File: config.mk
export PLATFORM = sky130hd
export DESIGN_NAME = psh_hash
export DESIGN_NICKNAME = d
export VERILOG_FILES = /design/src/hw/rtl/assert_macros.svh /design/src/hw/rtl/psh_pkg.sv /design/src/hw/rtl/psh_hash.sv
export SDC_FILE = /design/constraint.sdc
export NUM_CORES = 1
export LEC_CHECK = 0
export ABC_CLOCK_PERIOD_IN_PS = 12600
export BUFFER_PORTS_ARGS = -buffer_cell sky130_fd_sc_hd__buf_2
export CAP_MARGIN = 20
export CELL_PAD_IN_SITES_DETAIL_PLACEMENT = 1
export CELL_PAD_IN_SITES_GLOBAL_PLACEMENT = 2
export CORE_ASPECT_RATIO = 0.9
export CORE_MARGIN = 1.5
export CORE_UTILIZATION = 29
export DETAILED_ROUTE_END_ITERATION = 16
export GPL_TIMING_DRIVEN = 1
export PLACE_DENSITY = 0.95
export REMOVE_ABC_BUFFERS = 1
export SKIP_LAST_GASP = 1
export SYNTH_ARGS = -nofsm -noshare
export SYNTH_HDL_FRONTEND = slang
export SYNTH_SLANG_ARGS = --single-unit
File: constraint.sdc
create_clock -name vclk -period 12.6
set_input_delay 1.26 -clock vclk [all_inputs]
set_output_delay 1.26 -clock vclk [all_outputs]
set_load 0.01 [all_outputs]
File: src/hw/rtl/assert_macros.svh
// Assertion macros used by the top level RTL file of the sample histogram.
`ifndef ASSERT_MACROS_SVH
`define ASSERT_MACROS_SVH

// Condition holds at every clock edge out of reset.
`define PSH_ASSERT_ALWAYS(lbl, cond, msg) \
  lbl: assert property (@(posedge clk) disable iff (!rst_n) (cond)) \
    else $error(msg);

// Consequent holds in the same cycle as the antecedent.
`define PSH_ASSERT_IMPLY(lbl, ante, cons, msg) \
  lbl: assert property (@(posedge clk) disable iff (!rst_n) (ante) |-> (cons)) \
    else $error(msg);

// Consequent holds in the cycle after the antecedent.
`define PSH_ASSERT_NEXT(lbl, ante, cons, msg) \
  lbl: assert property (@(posedge clk) disable iff (!rst_n) (ante) |=> (cons)) \
    else $error(msg);

`endif

File: src/hw/rtl/psh_pkg.sv
// Types and constants shared by the pc sample histogram modules.
`timescale 1ns / 1ps

package psh_pkg;

  localparam int INDEX_BITS  = 15;
  localparam int PROBE_LIMIT = 32;
  localparam int TABLE_SIZE  = 1 << INDEX_BITS;
  localparam int PROBE_BITS  = $clog2(PROBE_LIMIT + 1);
  localparam int PC_BITS     = 64;
  localparam int COUNT_BITS  = 32;

  localparam logic [31:0] HASH_MULT = 32'd2654435761;

  typedef logic [INDEX_BITS-1:0] idx_t;
  typedef logic [PROBE_BITS-1:0] probe_cnt_t;
  typedef logic [PC_BITS-1:0]    pc_t;
  typedef logic [COUNT_BITS-1:0] count_t;

  localparam probe_cnt_t PROBE_END = probe_cnt_t'(PROBE_LIMIT);

  // One table slot: pc zero means empty.
  typedef struct packed {
    pc_t    pc;
    count_t count;
  } entry_t;

  // Table port request from the controller.
  typedef struct packed {
    logic   wr_en;
    idx_t   wr_addr;
    entry_t wr_data;
    logic   rd_en;
    idx_t   rd_addr;
  } tbl_req_t;

  typedef enum logic [1:0] {
    OP_RECORD = 2'd0,
    OP_SLOT   = 2'd1,
    OP_TOTALS = 2'd2
  } op_t;

  typedef enum logic [2:0] {
    STAT_HIT     = 3'd0,
    STAT_NEW     = 3'd1,
    STAT_FULL    = 3'd2,
    STAT_NOPC    = 3'd3,
    STAT_FOREIGN = 3'd4,
    STAT_SLOT    = 3'd5,
    STAT_TOTALS  = 3'd6
  } status_t;

  typedef enum logic [2:0] {
    S_CLEAR,
    S_IDLE,
    S_PROBE,
    S_SLOT_RD,
    S_SLOT_CLR
  } state_t;

endpackage

File: src/hw/rtl/psh_hash.sv
// Multiplicative hash of a sample pc down to its home slot.
`timescale 1ns / 1ps

module psh_hash (
  input  psh_pkg::pc_t  pc,
  output psh_pkg::idx_t home
);

  psh_pkg::idx_t key;
  psh_pkg::idx_t mult;

  // Only the low slot bits of the product are kept, so only the low bits
  // of both operands matter.
  assign key  = pc[psh_pkg::INDEX_BITS+1:2];
  assign mult = psh_pkg::idx_t'(psh_pkg::HASH_MULT);
  assign home = psh_pkg::idx_t'(key * mult);

endmodule

Word level (Yosys, flattened, before mapping)
Cells that the tools add are included.
- bits in registers: 0
- bits of input ports: 64
- multipliers: 1
- operators with widths (cell ; count):
    15-bit by 12-bit multiplier with 15-bit output, second input constant ; 1

Longest topological paths before layout
- depth after elaboration: 1
- gate-level depth with buffers: 14

Worst setup path after synthesis
Ideal clock, no wire load.
- path kind: input to output
- from: input port pc[6]
- to: output port home[14]
- arrival time: 4.600 ns
- data required time: 11.340 ns
- slack: 6.740 ns
- stages: 14
- path buffers: 0
- cells stage by stage: ha_1 > inv_1 > fa_1 > fa_1 > inv_1 > fa_1 > inv_1 > fa_1 > inv_1 > ha_1 > o21ai_0 > nand2b_1 > o31ai_4 > xnor2_1
- longest elaborated chain between the ends: 1
- ends and longest elaborated chain (item ; RTL line ; text):
    start, declared ; psh_hash.sv:5 ; input psh_pkg::pc_t pc,
    15-bit by 12-bit multiplier with 15-bit output ; psh_hash.sv:16 ; assign home = psh_pkg::idx_t'(key * mult);
    end, declared ; psh_hash.sv:6 ; output psh_pkg::idx_t home
No other way between the ends.

Worst setup path after layout
Ends and elaborated chain as after synthesis.

==> impl_metrics.py <==
metrics = {
    "route": {
        "route.final.wire_length_um": 2759,
        "routed_wire_length_per_instance_um": 11.40,
        "ant_nets": 0,
        "dr_total_vias": 1020,
        "viasPerCell": 4.215,
        "drc_marker_count_from_the_first_detailed_route_iteration": 3,
        "drt_drc_violations_left": 0,
        "router_iterations_before_antenna_repair": 2,
    },
    "worst_setup_path": {
        "crit_path_max_fanout": 3,
        "worstSetupEndpointType": "output port",
        "worst_setup_path_startpoint": "pc[6]",
        "worstPathArrival_ps": 4930,
        "endpoint": "home[14]",
        "kind_of_critical_path": "input port to output port",
        "worst_setup_path_start_kind": "input port",
        "worstPathRequired_ps": 11340,
    },
    "final_layout": {
        "layout_cell_share_with_drive_strength_beyond_1_pct": 19.77,
        "regArea_um2": 0,
        "layout.sequential_cells": 0,
        "utilization_pct": 34.14,
        "n_clock_buffer": 0,
        "filler_cell_count": 590,
        "final_nets": 306,
        "n_antenna_cell": 0,
        "area_growth_pct": 13.90,
        "multiInputGateArea_um2": 1242,
    },
    "sta": {
        "finalHoldViolations": 0,
        "final-max-slew-violation-count": 0,
        "tightest_slew_ps": 272.4,
        "rsz0062_at_grt": "false",
        "timing.hold.ws_ps": 2788,
        "setup_viol_count_final": 0,
        "setup_slack_ps": 6407,
        "max_slew_headroom_pct": 81.64,
        "setup_tns_ps": 0,
        "post-route-period-util_pct": 49.15,
        "layout_min_cycle_time_ps": 6193,
        "max_clock_freq_mhz": 161.5,
    },
    "yosys": {
        "synth.lib_cells_used.distinct": 17,
        "yosys-top-cells-area": "sky130_fd_sc_hd__ha_1 (36%), sky130_fd_sc_hd__fa_1 (29%), sky130_fd_sc_hd__inv_1 (12%), sky130_fd_sc_hd__xnor2_1 (8.5%), sky130_fd_sc_hd__xor2_1 (3.0%)",
        "synth.yosys.seq_area_share_pct": 0,
        "syn-mean-instance-area_um2": 9.595,
        "yosysTopAreaCell": "sky130_fd_sc_hd__ha_1",
        "ys_warn_count": 0,
        "synth.cells.most_frequent": "sky130_fd_sc_hd__inv_1 (47), sky130_fd_sc_hd__ha_1 (42), sky130_fd_sc_hd__fa_1 (21)",
        "post-synth-top-count-cell": "sky130_fd_sc_hd__inv_1",
        "synth.cell_area_um2": 1449,
        "post_synth_inst_count": 151,
        "synth_largest_type_area_fraction_pct": 36.27,
    },
    "clock_tree": {
        "post_cts.repair.setup_buffers": 0,
        "cts-resized-gates": 0,
        "cts.hold.buffers_added": 0,
    },
    "floorplan": {
        "die_x_um": 77.51,
        "chipHeight_um": 70.06,
        "top_level_ports": 79,
        "design.die.area_um2": 5430,
        "site_row_count": 24,
        "coreArea_um2": 4835,
        "initial_utilization_pct": 29.97,
    },
    "global_route": {
        "grtUsageTotal_pct": 11.13,
        "first_global_vias": 1110,
        "grt_first_pass_wirelength_um": 4933,
        "initial_antenna_violation_count": 0,
        "grt_remaining_overflow": 0,
        "grt_start_max_net_pins": 8,
    },
    "placement": {
        "dp.final_hpwl_um": 2707,
        "place.gp.congestion": 0.7794,
        "io_buffer_count": 30,
        "dp_slack_ps": 6362,
    },
    "run": {
        "timing.max_cap.violations": 0,
    },
    "power": {
        "power.ir.vdd_worst_v": 0.0001410,
        "power_per_cell_area_nw_per_um2": 203.3,
        "power.static_leakage_uw": 0.0009479,
    },
    "hold_path": {
        "min_path_type": "input port to output port",
    },
    "status": {
        "run_status": "complete, no violations",
    },
}
## cell type report
class | count | share of cell area, %
repair buffers | 30 | 9.098
multi-input cells | 100 | 75.28
inverters | 47 | 10.69
well taps | 65 | 4.928
## cells by family (layout without fill, tap and decap cells)
logic type / after synthesis / in the layout / share of synthesized area, %
fa+ha+maj: 63 / 63 / 65.28
simple gates: 9 / 9 / 2.590
xor+xnor: 19 / 19 / 11.49
compound gates: 9 / 9 / 6.390
buf+inv: 51 / 77 / 14.25
## placed cells by master (no fill, tap or decap), drive strengths merged
cell type  synthesis  routed
a21oi              2       2
xnor2             14      14
o41ai              1       1
o21ai              2       2
ha                42      42
nand2b             1       1
fa                21      21
nand2              4       4
o211ai             1       1
inv               47      47
nor2               3       3
nor3               1       1
buf                4      30
xor2               5       5
o31ai              1       1
a21o               2       2
## metal layers
layer / GRT usage (%) / wire, um / vias up
li1: - / - / 509
met1: 15.84 / 1365 / 488
met2: 20.08 / 1297 / 23
met3: 0.1307 / 95 / 0
met4: 0 / 0 / 0
met5: 0 / 0 / -
## metrics by stage
stage	cells	area [um^2]	total power (uW)
6_report	242	1650	335.5
4_1_cts	242	1650	346.5
3_5_place_dp	242	1650	344.7
3_3_place_gp	242	1650	336.0
5_1_grt	242	1650	381.7
2_1_floorplan	147	1419	251.5
## where the power goes
group	switching [uW]	leakage (uW)	internal [uW]
combinational	180	0.000948	156
clock	0	0	0
sequential	0	0	0
total	180	0.000948	156
## worst max-delay path, cell delays in order
cell                       delay (ps)
sky130_fd_sc_hd__buf_2            120
sky130_fd_sc_hd__ha_1             280
sky130_fd_sc_hd__inv_1            100
sky130_fd_sc_hd__fa_1             460
sky130_fd_sc_hd__fa_1             550
sky130_fd_sc_hd__inv_1             50
sky130_fd_sc_hd__fa_1             530
sky130_fd_sc_hd__inv_1             60
sky130_fd_sc_hd__fa_1             530
sky130_fd_sc_hd__inv_1             50
sky130_fd_sc_hd__ha_1             320
sky130_fd_sc_hd__o21ai_0          150
sky130_fd_sc_hd__nand2b_1         110
sky130_fd_sc_hd__o31ai_4           70
sky130_fd_sc_hd__xnor2_1          130
sky130_fd_sc_hd__buf_2            140
## how the worst min path moves through the flow
stage	start	cells past startpoint	endpoint	slack, ps
floorplan	pc[2]	0	home[0]	2520
global placement	pc[4]	2	home[2]	2780
detailed placement	pc[4]	2	home[2]	2790
CTS	pc[4]	2	home[2]	2790
global route	pc[4]	2	home[2]	2800
finish	pc[5]	2	home[3]	2790
No activity file was read; power rests on OpenSTA's default activity.
